### src/hdl/websocket_frame_parser_assert.svh
// assertion macros shared by the frame parser
`ifndef WEBSOCKET_FRAME_PARSER_ASSERT_SVH
`define WEBSOCKET_FRAME_PARSER_ASSERT_SVH

// same-cycle implication, disabled while reset is low
`define WSFP_ASSERT_IMPLY(lbl, clk, rst_n, ante, cons, msg) \
    lbl: assert property (@(posedge clk) disable iff (!rst_n) (ante) |-> (cons)) \
        else $error(msg);

// next-cycle implication, disabled while reset is low
`define WSFP_ASSERT_NEXT(lbl, clk, rst_n, ante, cons, msg) \
    lbl: assert property (@(posedge clk) disable iff (!rst_n) (ante) |=> (cons)) \
        else $error(msg);

`endif

### src/hdl/wsfp_pkg.sv
// types, codes and helpers for the websocket frame parser
package wsfp_pkg;

    typedef enum logic [4:0] {
        PH_HDR0    = 5'b00001,
        PH_HDR1    = 5'b00010,
        PH_EXTLEN  = 5'b00100,
        PH_MASK    = 5'b01000,
        PH_PAYLOAD = 5'b10000
    } t_phase;

    localparam logic [3:0] OP_CONT  = 4'h0;
    localparam logic [3:0] OP_TEXT  = 4'h1;
    localparam logic [3:0] OP_BIN   = 4'h2;
    localparam logic [3:0] OP_PING  = 4'h9;
    localparam logic [3:0] OP_PONG  = 4'hA;

    localparam logic [2:0] KIND_TEXT      = 3'd0;
    localparam logic [2:0] KIND_TEXT_FRAG = 3'd1;
    localparam logic [2:0] KIND_BIN       = 3'd2;
    localparam logic [2:0] KIND_BIN_FRAG  = 3'd3;
    localparam logic [2:0] KIND_PING      = 3'd4;
    localparam logic [2:0] KIND_PONG      = 3'd5;
    localparam logic [2:0] KIND_ERROR     = 3'd6;

    localparam logic [6:0] LEN7_MAX_SHORT = 7'd125;
    localparam logic [6:0] LEN7_EXT16     = 7'd126;
    localparam logic [3:0] EXT16_BYTES    = 4'd2;
    localparam logic [3:0] EXT64_BYTES    = 4'd8;
    localparam logic [3:0] KEY_BYTES      = 4'd4;

    typedef struct packed {
        logic       valid;
        logic [7:0] payload_byte;
        logic       has_byte;
        logic       frame_end;
        logic [2:0] frame_kind;
    } t_result;

    function automatic logic [2:0] frame_kind_of(input logic [3:0] opcode, input logic fin);
        logic [2:0] kind;
        case (opcode)
            OP_CONT, OP_TEXT: kind = fin ? KIND_TEXT : KIND_TEXT_FRAG;
            OP_BIN:           kind = fin ? KIND_BIN : KIND_BIN_FRAG;
            OP_PING:          kind = KIND_PING;
            OP_PONG:          kind = KIND_PONG;
            default:          kind = KIND_ERROR;
        endcase
        return kind;
    endfunction

endpackage

### src/hdl/wsfp_deframer.sv
// header/payload state machine with unmasking, one byte per step
module wsfp_deframer (
    input  logic                i_clk,
    input  logic                i_rst_n,
    input  logic                i_step,
    input  logic [7:0]          i_byte,
    output wsfp_pkg::t_result   o_res
);

    wsfp_pkg::t_phase r_phase, n_phase;
    logic [3:0]  r_left, n_left;
    logic [63:0] r_payload_left, n_payload_left;
    logic [31:0] r_key, n_key;
    logic [1:0]  r_key_idx, n_key_idx;
    logic [3:0]  r_opcode, n_opcode;
    logic        r_fin, n_fin;
    logic        r_masked, n_masked;

    logic [3:0]  w_left_dec;
    logic [63:0] w_len_new;
    logic [7:0]  w_key_byte;

    assign w_left_dec = r_left - 4'd1;

    always_comb begin
        case (r_key_idx)
            2'd0:    w_key_byte = r_key[31:24];
            2'd1:    w_key_byte = r_key[23:16];
            2'd2:    w_key_byte = r_key[15:8];
            default: w_key_byte = r_key[7:0];
        endcase
    end

    always_comb begin
        n_phase        = r_phase;
        n_left         = r_left;
        n_payload_left = r_payload_left;
        n_key          = r_key;
        n_key_idx      = r_key_idx;
        n_opcode       = r_opcode;
        n_fin          = r_fin;
        n_masked       = r_masked;
        w_len_new      = '0;
        o_res          = '0;
        case (r_phase)
            wsfp_pkg::PH_HDR1: begin
                n_masked = i_byte[7];
                if (i_byte[6:0] <= wsfp_pkg::LEN7_MAX_SHORT) begin
                    w_len_new      = {57'd0, i_byte[6:0]};
                    n_payload_left = w_len_new;
                    n_key_idx      = 2'd0;
                    if (i_byte[7]) begin
                        n_phase = wsfp_pkg::PH_MASK;
                        n_left  = wsfp_pkg::KEY_BYTES;
                    end else if (i_byte[6:0] == 7'd0) begin
                        // empty unmasked frame closes here
                        n_phase = wsfp_pkg::PH_HDR0;
                        o_res.valid     = 1'b1;
                        o_res.frame_end = 1'b1;
                    end else begin
                        n_phase = wsfp_pkg::PH_PAYLOAD;
                    end
                end else begin
                    n_payload_left = '0;
                    n_phase        = wsfp_pkg::PH_EXTLEN;
                    n_left         = (i_byte[6:0] == wsfp_pkg::LEN7_EXT16)
                                     ? wsfp_pkg::EXT16_BYTES : wsfp_pkg::EXT64_BYTES;
                end
            end
            wsfp_pkg::PH_EXTLEN: begin
                w_len_new      = {r_payload_left[55:0], i_byte};
                n_payload_left = w_len_new;
                n_left         = w_left_dec;
                if (w_left_dec == 4'd0) begin
                    n_key_idx = 2'd0;
                    if (r_masked) begin
                        n_phase = wsfp_pkg::PH_MASK;
                        n_left  = wsfp_pkg::KEY_BYTES;
                    end else if (w_len_new == 64'd0) begin
                        n_phase = wsfp_pkg::PH_HDR0;
                        o_res.valid     = 1'b1;
                        o_res.frame_end = 1'b1;
                    end else begin
                        n_phase = wsfp_pkg::PH_PAYLOAD;
                    end
                end
            end
            wsfp_pkg::PH_MASK: begin
                n_key  = {r_key[23:0], i_byte};
                n_left = w_left_dec;
                if (w_left_dec == 4'd0) begin
                    n_key_idx = 2'd0;
                    if (r_payload_left == 64'd0) begin
                        n_phase = wsfp_pkg::PH_HDR0;
                        o_res.valid     = 1'b1;
                        o_res.frame_end = 1'b1;
                    end else begin
                        n_phase = wsfp_pkg::PH_PAYLOAD;
                    end
                end
            end
            wsfp_pkg::PH_PAYLOAD: begin
                n_key_idx      = r_key_idx + 2'd1;
                n_payload_left = r_payload_left - 64'd1;
                o_res.valid        = 1'b1;
                o_res.has_byte     = 1'b1;
                o_res.payload_byte = r_masked ? (i_byte ^ w_key_byte) : i_byte;
                // last byte when one was left before this beat
                if (r_payload_left == 64'd1) begin
                    n_phase = wsfp_pkg::PH_HDR0;
                    o_res.frame_end = 1'b1;
                end
            end
            default: begin
                n_fin    = i_byte[7];
                n_opcode = i_byte[3:0];
                n_phase  = wsfp_pkg::PH_HDR1;
            end
        endcase
        if (o_res.frame_end) begin
            o_res.frame_kind = wsfp_pkg::frame_kind_of(r_opcode, r_fin);
        end
    end

    always_ff @(posedge i_clk) begin
        if (!i_rst_n) begin
            r_phase        <= wsfp_pkg::PH_HDR0;
            r_left         <= '0;
            r_payload_left <= '0;
            r_key          <= '0;
            r_key_idx      <= '0;
            r_opcode       <= '0;
            r_fin          <= 1'b0;
            r_masked       <= 1'b0;
        end else if (i_step) begin
            r_phase        <= n_phase;
            r_left         <= n_left;
            r_payload_left <= n_payload_left;
            r_key          <= n_key;
            r_key_idx      <= n_key_idx;
            r_opcode       <= n_opcode;
            r_fin          <= n_fin;
            r_masked       <= n_masked;
        end
    end

endmodule

### src/hdl/wsfp_out_reg.sv
// result register on the output channel
module wsfp_out_reg (
    input  logic                i_clk,
    input  logic                i_rst_n,
    input  logic                i_load,
    input  wsfp_pkg::t_result   i_res,
    input  logic                i_ready,
    output logic                o_valid,
    output logic [7:0]          o_payload_byte,
    output logic                o_has_byte,
    output logic                o_frame_end,
    output logic [2:0]          o_frame_kind
);

    logic       r_valid;
    logic [7:0] r_payload_byte;
    logic       r_has_byte;
    logic       r_frame_end;
    logic [2:0] r_frame_kind;

    always_ff @(posedge i_clk) begin
        if (!i_rst_n) begin
            r_valid <= 1'b0;
        end else if (i_load && i_res.valid) begin
            r_valid <= 1'b1;
        end else if (i_ready) begin
            r_valid <= 1'b0;
        end
    end

    // load only happens when the register is empty or being drained
    always_ff @(posedge i_clk) begin
        if (i_load && i_res.valid) begin
            r_payload_byte <= i_res.payload_byte;
            r_has_byte     <= i_res.has_byte;
            r_frame_end    <= i_res.frame_end;
            r_frame_kind   <= i_res.frame_kind;
        end
    end

    assign o_valid        = r_valid;
    assign o_payload_byte = r_payload_byte;
    assign o_has_byte     = r_has_byte;
    assign o_frame_end    = r_frame_end;
    assign o_frame_kind   = r_frame_kind;

endmodule

### src/hdl/websocket_frame_parser.sv
// websocket frame parser: received byte stream in, unmasked payload beats out
// an accepted byte waits in the input register until the result register can take its result
// throughput: one byte per cycle while the output is not stalled, set by the combinational
// parse between the input register and the result register
// reset: synchronous active low, returns to expecting a first header byte and
// empties both registers
`include "websocket_frame_parser_assert.svh"
module websocket_frame_parser (
    input  logic       i_clk,
    input  logic       i_rst_n,
    input  logic       i_in_valid,
    output logic       o_in_ready,
    input  logic [7:0] i_rx_byte,
    output logic       o_out_valid,
    input  logic       i_out_ready,
    output logic [7:0] o_payload_byte,
    output logic       o_has_byte,
    output logic       o_frame_end,
    output logic [2:0] o_frame_kind
);

    logic              r_in_valid;
    logic [7:0]        r_in_byte;
    logic              w_step;
    wsfp_pkg::t_result w_res;

    // the held byte moves on whenever the result register can take it
    assign w_step     = r_in_valid && (!o_out_valid || i_out_ready);
    assign o_in_ready = !r_in_valid || w_step;

    always_ff @(posedge i_clk) begin
        if (!i_rst_n) begin
            r_in_valid <= 1'b0;
        end else if (i_in_valid && o_in_ready) begin
            r_in_valid <= 1'b1;
        end else if (w_step) begin
            r_in_valid <= 1'b0;
        end
    end

    always_ff @(posedge i_clk) begin
        if (i_in_valid && o_in_ready) begin
            r_in_byte <= i_rx_byte;
        end
    end

    wsfp_deframer u_deframer (
        .i_clk   (i_clk),
        .i_rst_n (i_rst_n),
        .i_step  (w_step),
        .i_byte  (r_in_byte),
        .o_res   (w_res)
    );

    wsfp_out_reg u_out_reg (
        .i_clk          (i_clk),
        .i_rst_n        (i_rst_n),
        .i_load         (w_step),
        .i_res          (w_res),
        .i_ready        (i_out_ready),
        .o_valid        (o_out_valid),
        .o_payload_byte (o_payload_byte),
        .o_has_byte     (o_has_byte),
        .o_frame_end    (o_frame_end),
        .o_frame_kind   (o_frame_kind)
    );

    `WSFP_ASSERT_IMPLY(a_empty_is_end, i_clk, i_rst_n, o_out_valid && !o_has_byte, o_frame_end, "empty result without frame end")
    `WSFP_ASSERT_IMPLY(a_kind_zero, i_clk, i_rst_n, o_out_valid && !o_frame_end, o_frame_kind == 3'd0, "kind set before frame end")
    `WSFP_ASSERT_IMPLY(a_data_zero, i_clk, i_rst_n, o_out_valid && !o_has_byte, o_payload_byte == 8'd0, "data on empty result")
    `WSFP_ASSERT_IMPLY(a_ready_when_empty, i_clk, i_rst_n, !o_out_valid, o_in_ready, "input stalled with output empty")
    `WSFP_ASSERT_NEXT(a_step_frees_input, i_clk, i_rst_n, w_step && !i_in_valid, !r_in_valid, "input register not freed")

endmodule
### config.mk
export PLATFORM = sky130hd
export DESIGN_NAME = websocket_frame_parser
export DESIGN_NICKNAME = d
export VERILOG_FILES = /design/src/hdl/wsfp_pkg.sv /design/src/hdl/wsfp_deframer.sv /design/src/hdl/wsfp_out_reg.sv /design/src/hdl/websocket_frame_parser.sv
export VERILOG_INCLUDE_DIRS = /design/src /design/src/hdl
export SDC_FILE = /design/constraint.sdc
export NUM_CORES = 1
export LEC_CHECK = 0
export ABC_AREA = 1
export BUFFER_PORTS_ARGS = -buffer_cell sky130_fd_sc_hd__clkbuf_2
export CAP_MARGIN = 5
export CORE_ASPECT_RATIO = 0.75
export CORE_MARGIN = 2
export CORE_UTILIZATION = 46
export CTS_BUF_LIST = sky130_fd_sc_hd__clkbuf_4 sky130_fd_sc_hd__clkbuf_8 sky130_fd_sc_hd__clkbuf_16
export DETAILED_ROUTE_END_ITERATION = 16
export PLACE_DENSITY = 0.64
export RECOVER_POWER = 50
export SETUP_SLACK_MARGIN = 0.05
export SLEW_MARGIN = 30
export SYNTH_ARGS = -nofsm -noshare
export SYNTH_HDL_FRONTEND = slang
export SYNTH_SLANG_ARGS = --single-unit
### constraint.sdc
create_clock -name i_clk -period 5.3 [get_ports i_clk]
set_input_delay 0.265 -clock i_clk [delete_from_list [all_inputs] [get_ports i_clk]]
set_output_delay 0.265 -clock i_clk [all_outputs]
set_load 0.01 [all_outputs]
# Word level (Yosys, flattened, before mapping)
# Index checks and enable logic that the tools add are counted.
dict set report word_totals {
  register_bits 136
  romBits 0
  input_bits 12
  mem_bits_rw 0
  latch_bits 0
  mem_count 0
}
dict set report op_classes {
  eq_ne 18
  n_reduce_logical 28
  shift 0
  bitwise 2
  n_div 0
  magnitude_cmp 1
  mux 42
  n_mul 0
  n_addsub 3
}
# cell count
set op_table {}
lappend op_table {{one-hot mux 64 bit (3 select lines)} 1}
lappend op_table {{logical NOT 64 bit} 2}
lappend op_table {{== test 64 x 1 -> 1 bit, second input constant} 1}
lappend op_table {{subtractor 64 x 1 -> 64 bit, second input constant} 1}
lappend op_table {{2-to-1 mux 5 bit} 9}
lappend op_table {{one-hot mux 8 bit (3 select lines)} 1}
lappend op_table {{2-to-1 mux 4 bit} 5}
lappend op_table {{one-hot mux 5 bit (4 select lines)} 1}
lappend op_table {{2-to-1 mux 1 bit} 16}
lappend op_table {{one-hot mux 3 bit (4 select lines)} 1}
lappend op_table {{one-hot mux 4 bit (3 select lines)} 1}
lappend op_table {{inequality test 2 x 1 -> 1 bit, second input constant} 5}
lappend op_table {{nonzero test 3 bit} 3}
lappend op_table {{== test 4 bit, second input constant} 2}
lappend op_table {{logical NOT 4 bit} 2}
lappend op_table {{2-to-1 mux 8 bit} 1}
lappend op_table {{one-hot mux 1 bit (4 select lines)} 2}
lappend op_table {{AND reduction 2 bit} 4}
lappend op_table {{AND reduction 4 bit} 2}
lappend op_table {{XOR 8 bit} 1}
lappend op_table {{== test 7 bit, second input constant} 1}
lappend op_table {{<= comparator 7 bit, second input constant} 1}
lappend op_table {{logical NOT 7 bit} 1}
lappend op_table {{2-to-1 mux 7 bit} 1}
lappend op_table {{other kinds (22)} 29}

# Longest topological paths before layout
dict set report depth {
  word_depth 7
  depth_mapped 12
  depth_no_buf 12
}

# Hierarchy
# Synthesis repeated with hierarchy kept, for this count alone.
dict set report unflattened {
  cells_unflattened 1222
  hier_area_um2 8111.5
}
# module cells_per_inst area_per_inst_um2 n_inst
set modules_own_cells {}
lappend modules_own_cells {wsfp_deframer 1185 7368.3 1}
lappend modules_own_cells {wsfp_out_reg 20 437.9 1}
lappend modules_own_cells {websocket_frame_parser 17 305.3 1}

# Least setup slack after synthesis
# Ideal clock, no wire load.
dict set report synth_timing {
  path_kind {register to register}
  start {register u_deframer.r_left[0]}
  end {register u_out_reg.r_frame_end (netlist: u_out_reg.o_frame_end) (enable)}
  path_slack_ns 3.316
  t_required_ns 4.951
  arrival_ns 1.635
  setup_time_ns 0.349
  stages_incl_launch_ff 10
  period_less_slack_ns 1.984
  cell_sequence {dfxtp_1 > inv_1 > ha_1 > xnor2_1 > nand2_1 > nor2_1 > nand4_1 > nand3_1 > nand2_1 > inv_1}
}
dict set report synth_via {
  elab_chain_len 5
}
# item line
set synth_rtl {}
lappend synth_rtl {{start, declared} wsfp_deframer.sv:11} ;# logic [3:0] r_left, n_left;
lappend synth_rtl {{start signal, assigned} wsfp_deframer.sv:137} ;# r_left <= n_left;
lappend synth_rtl {{subtractor 4 x 1 -> 4 bit (*)} wsfp_deframer.sv:23} ;# assign w_left_dec = r_left - 4'd1;
lappend synth_rtl {{logical NOT 4 bit (*)} {wsfp_deframer.sv:74, wsfp_deframer.sv:91}}
lappend synth_rtl {{2-to-1 mux 1 bit (on tied branches)} {wsfp_deframer.sv:91, wsfp_deframer.sv:74}}
lappend synth_rtl {{one-hot mux 1 bit (4 select lines) (*)} wsfp_deframer.sv:45} ;# case (r_phase)
lappend synth_rtl {{logical AND 1 bit (*)} wsfp_out_reg.sv:33} ;# if (i_load && i_res.valid) begin
lappend synth_rtl {{end signal, assigned} wsfp_out_reg.sv:36} ;# r_frame_end <= i_res.frame_end;
lappend synth_rtl {{end, declared} wsfp_out_reg.sv:18} ;# logic r_frame_end;
# Mark *: on every way between the ends. The rest lies on a longest branch, timed or not.
# A chain may end at the register's enable or synchronous reset.

# Final worst setup path
dict set report layout_timing {
  start {register u_deframer.r_phase[2]}
  end {register u_deframer.r_payload_left[5]}
}
dict set report layout_via {
  elab_chain_len 3
}
# item line
set layout_rtl {}
lappend layout_rtl {{start, declared} wsfp_deframer.sv:10} ;# wsfp_pkg::t_phase r_phase, n_phase;
lappend layout_rtl {{start signal, assigned} wsfp_deframer.sv:127} ;# r_phase <= wsfp_pkg::PH_HDR0;
lappend layout_rtl {{start signal, assigned} wsfp_deframer.sv:136} ;# r_phase <= n_phase;
lappend layout_rtl {{== test 5 x 2 -> 1 bit (tied with other cells)} wsfp_deframer.sv:45}
lappend layout_rtl {{nonzero test 3 bit (no source line)} --}
lappend layout_rtl {{AND reduction 2 bit (no source line)} --}
lappend layout_rtl {{end signal, assigned} wsfp_deframer.sv:138} ;# r_payload_left <= n_payload_left;
lappend layout_rtl {{end, declared} wsfp_deframer.sv:12} ;# logic [63:0] r_payload_left, n_payload_left;
# Parallel ways exist; a longest one is shown, timed or not.

==> impl_metrics.py <==
metrics = {
    "run_status": {
        "status": "finished, final reports clean",
    },
    "routing": {
        "ant_nets": 0,
        "firstDrtPassIters": 5,
        "vias": 8086,
        "avgViaCountPerCell": 5.59,
        "drc_errors": 0,
        "drt_iter0_markers": 928,
        "wl_per_cell_um": 16.5,
        "wirelength_mm": 23.8,
    },
    "final_layout": {
        "diodes": 0,
        "layout.nets": 1212,
        "fillers": 1739,
        "syn2layout_area_growth_pct": 9.16,
        "drive_gt1_share_pct": 11.6,
        "fin_util_pct": 51.0,
    },
    "clock_network": {
        "cts_sinks": 136,
        "cts_buffer_depth": 2,
        "htreeDepth": 4,
        "cts_buffers": 17,
        "cts_root_buf": "clkbuf_16",
        "cts_setup_buffers": 0,
        "cts-resized-gates": 0,
        "clkTransAtPathRegs_ns": 0.07,
        "cts_tree": "built",
        "ctsHoldBuffers": 0,
        "insertion_delay_ns": 0.43,
    },
    "synthesis": {
        "yosys.area.top_type": "dfxtp_1",
        "synth.area.top_cells": "dfxtp_1 28%, a21oi_1 8.8%, nor2_1 8.5%",
        "synth_flop_cell": "dfxtp_1",
        "ys_seq_area_share_pct": 35.9,
        "yosys_warnings": 0,
        "synth_top_area_share_pct": 28.2,
        "synth_edf_count": 21,
        "synth_area_sq_um": 8170,
        "synth.most_common_cell": "nor2_1",
        "netlist_instances": 1193,
        "postSynthRegisterBits": 136,
        "synth_area_per_cell_sq_um": 6.85,
        "ys_types": 56,
        "syn-num-nets": 1214,
        "synthTopCellsByCount": "186 x nor2_1, 185 x nand2_1, 144 x a21oi_1",
        "synthArstFlopShare_pct": 0,
    },
    "floorplanning": {
        "die_y_um": 119,
        "core-area_sq_um": 17500,
        "pin_count": 27,
        "start_util_pct": 46.7,
        "placementRows": 42,
        "die_x_um": 158,
        "die_area_sq_um": 18800,
    },
    "critical_path": {
        "required_ns": 5.59,
        "crit_fanout": 45,
        "start_kind": "flop",
        "cp-end-kind": "flop",
        "worst_ep_arrival_time_ns": 3.60,
        "r2r-end": "u_deframer.r_payload_left[5]$_SDFFE_PN0P_",
        "worst-r2r-setup-slack_ns": 1.99,
        "reg2reg_depth": 9,
        "path_class": "flop to flop",
        "regToRegStartpoint": "u_deframer.r_phase[2]$_SDFFE_PN0P_",
    },
    "power_and_ir_drop": {
        "p_leak_uw": 0.00392,
        "sw_frac_of_total_pct": 29.4,
        "powerDensity_nw_per_um2": 291,
        "ir_worst_vdd_mv": 0.168,
        "clkPwrFrac_pct": 46.1,
        "p_sw_uw": 763,
        "p_int_uw": 1830,
        "combinationalPowerShare_pct": 12.2,
        "seqPwrFrac_pct": 41.7,
    },
    "global_route": {
        "grt_pass1_vias": 7132,
        "grt_usage_pct": 26.2,
        "antenna_found_initial": 0,
        "grt_max_degree": 89,
        "grt_pass1_wl_mm": 38.7,
        "gr-total-overflow": 0,
    },
    "hold_path": {
        "holdPathStages": 1,
        "min_path_type": "input pin to flop",
        "whs_endpoint": "r_in_byte[0]$_DFFE_PP_",
        "holdCritStartpoint": "i_rx_byte[0]",
    },
    "sta": {
        "setup_ws_ns": 1.99,
        "fmax_mhz": 302,
        "hold_viol_final": 0,
        "totalNegativeSetupSlack_ns": 0,
        "worstMarginPinSlew_ns": 0.911,
        "slew_headroom_pct": 39.2,
        "skew_ns": 0.0103,
        "setup_viol": 0,
        "rsz0062_at_grt": "no",
        "min_period_over_period_pct": 62.4,
        "finalMaxSlewViolations": 0,
        "min_period_ns": 3.31,
    },
    "run": {
        "drv_cap": 0,
    },
    "place": {
        "place_ws_ns": 2.81,
        "port_buffers": 26,
        "gp_congestion": 0.952,
        "hpwl_mm": 16.5,
    },
}
state kept, by name, indices dropped and copies added, names as in the netlist:
name                       cells
u_deframer.r_phase             5
u_deframer.r_opcode            4
u_deframer.r_key              32
u_out_reg.o_has_byte           1
u_out_reg.o_frame_kind         3
r_in_valid                     1
r_in_byte                      8
u_out_reg.o_frame_end          1
u_deframer.r_fin               1
u_deframer.r_left              4
u_out_reg.o_payload_byte       8
u_deframer.r_payload_left     64
u_deframer.r_key_idx           2
u_out_reg.o_valid              1
u_deframer.r_masked            1
kinds of logic after synthesis:
| kind of cell | Yosys count | share of synthesized area, % |
|---|---|---|
| AOI/OAI and AO/OA | 322 | 21.4 |
| xor gates and xnor gates | 2 | 0.214 |
| adders and majority gates | 9 | 1.38 |
| buffers and inverters | 145 | 7.35 |
| DFF | 136 | 35.9 |
| and+or+nand+nor | 579 | 33.7 |
cells in the final DEF, fill, tap and decap left out, types with 12 or more instances in the layout:
master and instances:
nor2_1 186, nand2_1 185, a21oi_1 144, o21ai_0 119
dfxtp_1 115, nand3_1 92, inv_1 79, nor2_2 23
edfxtp_1 21, nand2_2 17, clkbuf_16 17, clkbuf_1 15
inv_2 13, nor2_4 13, a31oi_1 13, nor3_1 12
layout make-up:
class                      count  area [sq um]  share of cell area, %
sequential                   136          2930                   32.9
clock inverter                15           154                   1.73
clock buffer                  17           425                   4.77
tap                          242           303                   3.40
inverter                      95           362                   4.06
multi-input combinational    912          4610                   51.7
timing repair buffer          29           134                   1.50
worst max-delay path by stage:
stage	depth (start not counted)	to	slack, ns	startpoint
6_report	9	u_deframer.r_payload_left[5]$_SDFFE_PN0P_	1.99	u_deframer.r_phase[2]$_SDFFE_PN0P_
5_1_grt	9	u_deframer.r_payload_left[5]$_SDFFE_PN0P_	1.74	u_deframer.r_phase[2]$_SDFFE_PN0P_
4_1_cts	12	u_deframer.r_key_idx[0]$_SDFFE_PN0P_	2.79	u_deframer.r_phase[3]$_SDFFE_PN0P_
3_5_place_dp	12	u_deframer.r_key_idx[0]$_SDFFE_PN0P_	2.81	u_deframer.r_phase[3]$_SDFFE_PN0P_
3_3_place_gp	12	u_deframer.r_key_idx[0]$_SDFFE_PN0P_	2.77	u_deframer.r_phase[3]$_SDFFE_PN0P_
2_1_floorplan	9	u_out_reg.o_frame_end$_DFFE_PP_	3.32	u_deframer.r_left[0]$_SDFFE_PN0P_
power groups by stage:
stage / sequential [uW] / clock [uW] / combinational [uW]
after floorplan: 1100 / 0 / 240
after global placement: 1110 / 0 / 309
after detailed placement: 1110 / 0 / 311
after CTS: 1080 / 1200 / 313
after global routing: 1080 / 1240 / 354
final: 1080 / 1200 / 317
worst max-delay path, stage by stage (launching register included):
cell and delay, ns:
dfxtp_1 0.36, nor2_4 0.13, nand3_1 0.56, inv_1 0.94, buf_4 0.59, o21ai_2 0.23
nand2_1 0.10, o41ai_1 0.07, nand2_1 0.09, a21oi_1 0.09
per-layer routing:
metal	vias to the layer above	part of all wire, %	wire (um)	GRT usage [%]
li1	4046	-	-	-
met2	305	39	9270	34.2
met5	-	0	0	0
met3	23	9.0	2150	5.31
met1	3712	51	12200	42.9
met4	0	0.97	232	6.31
stage by stage:
stage / instance area, sq um / total power (uW) / cells / hold WS [ns]
final: 8920 / 2600 / 1446 / 0.00755
after detailed placement: 8380 / 1420 / 1414 / 0.447
after global routing: 8920 / 2680 / 1446 / 0.000783
after floorplan: 8170 / 1340 / 1193 / 0.364
after CTS: 8960 / 2600 / 1446 / 0.00164
after global placement: 8380 / 1410 / 1414 / 0.443
No activity file was read; power rests on OpenSTA's default activity.
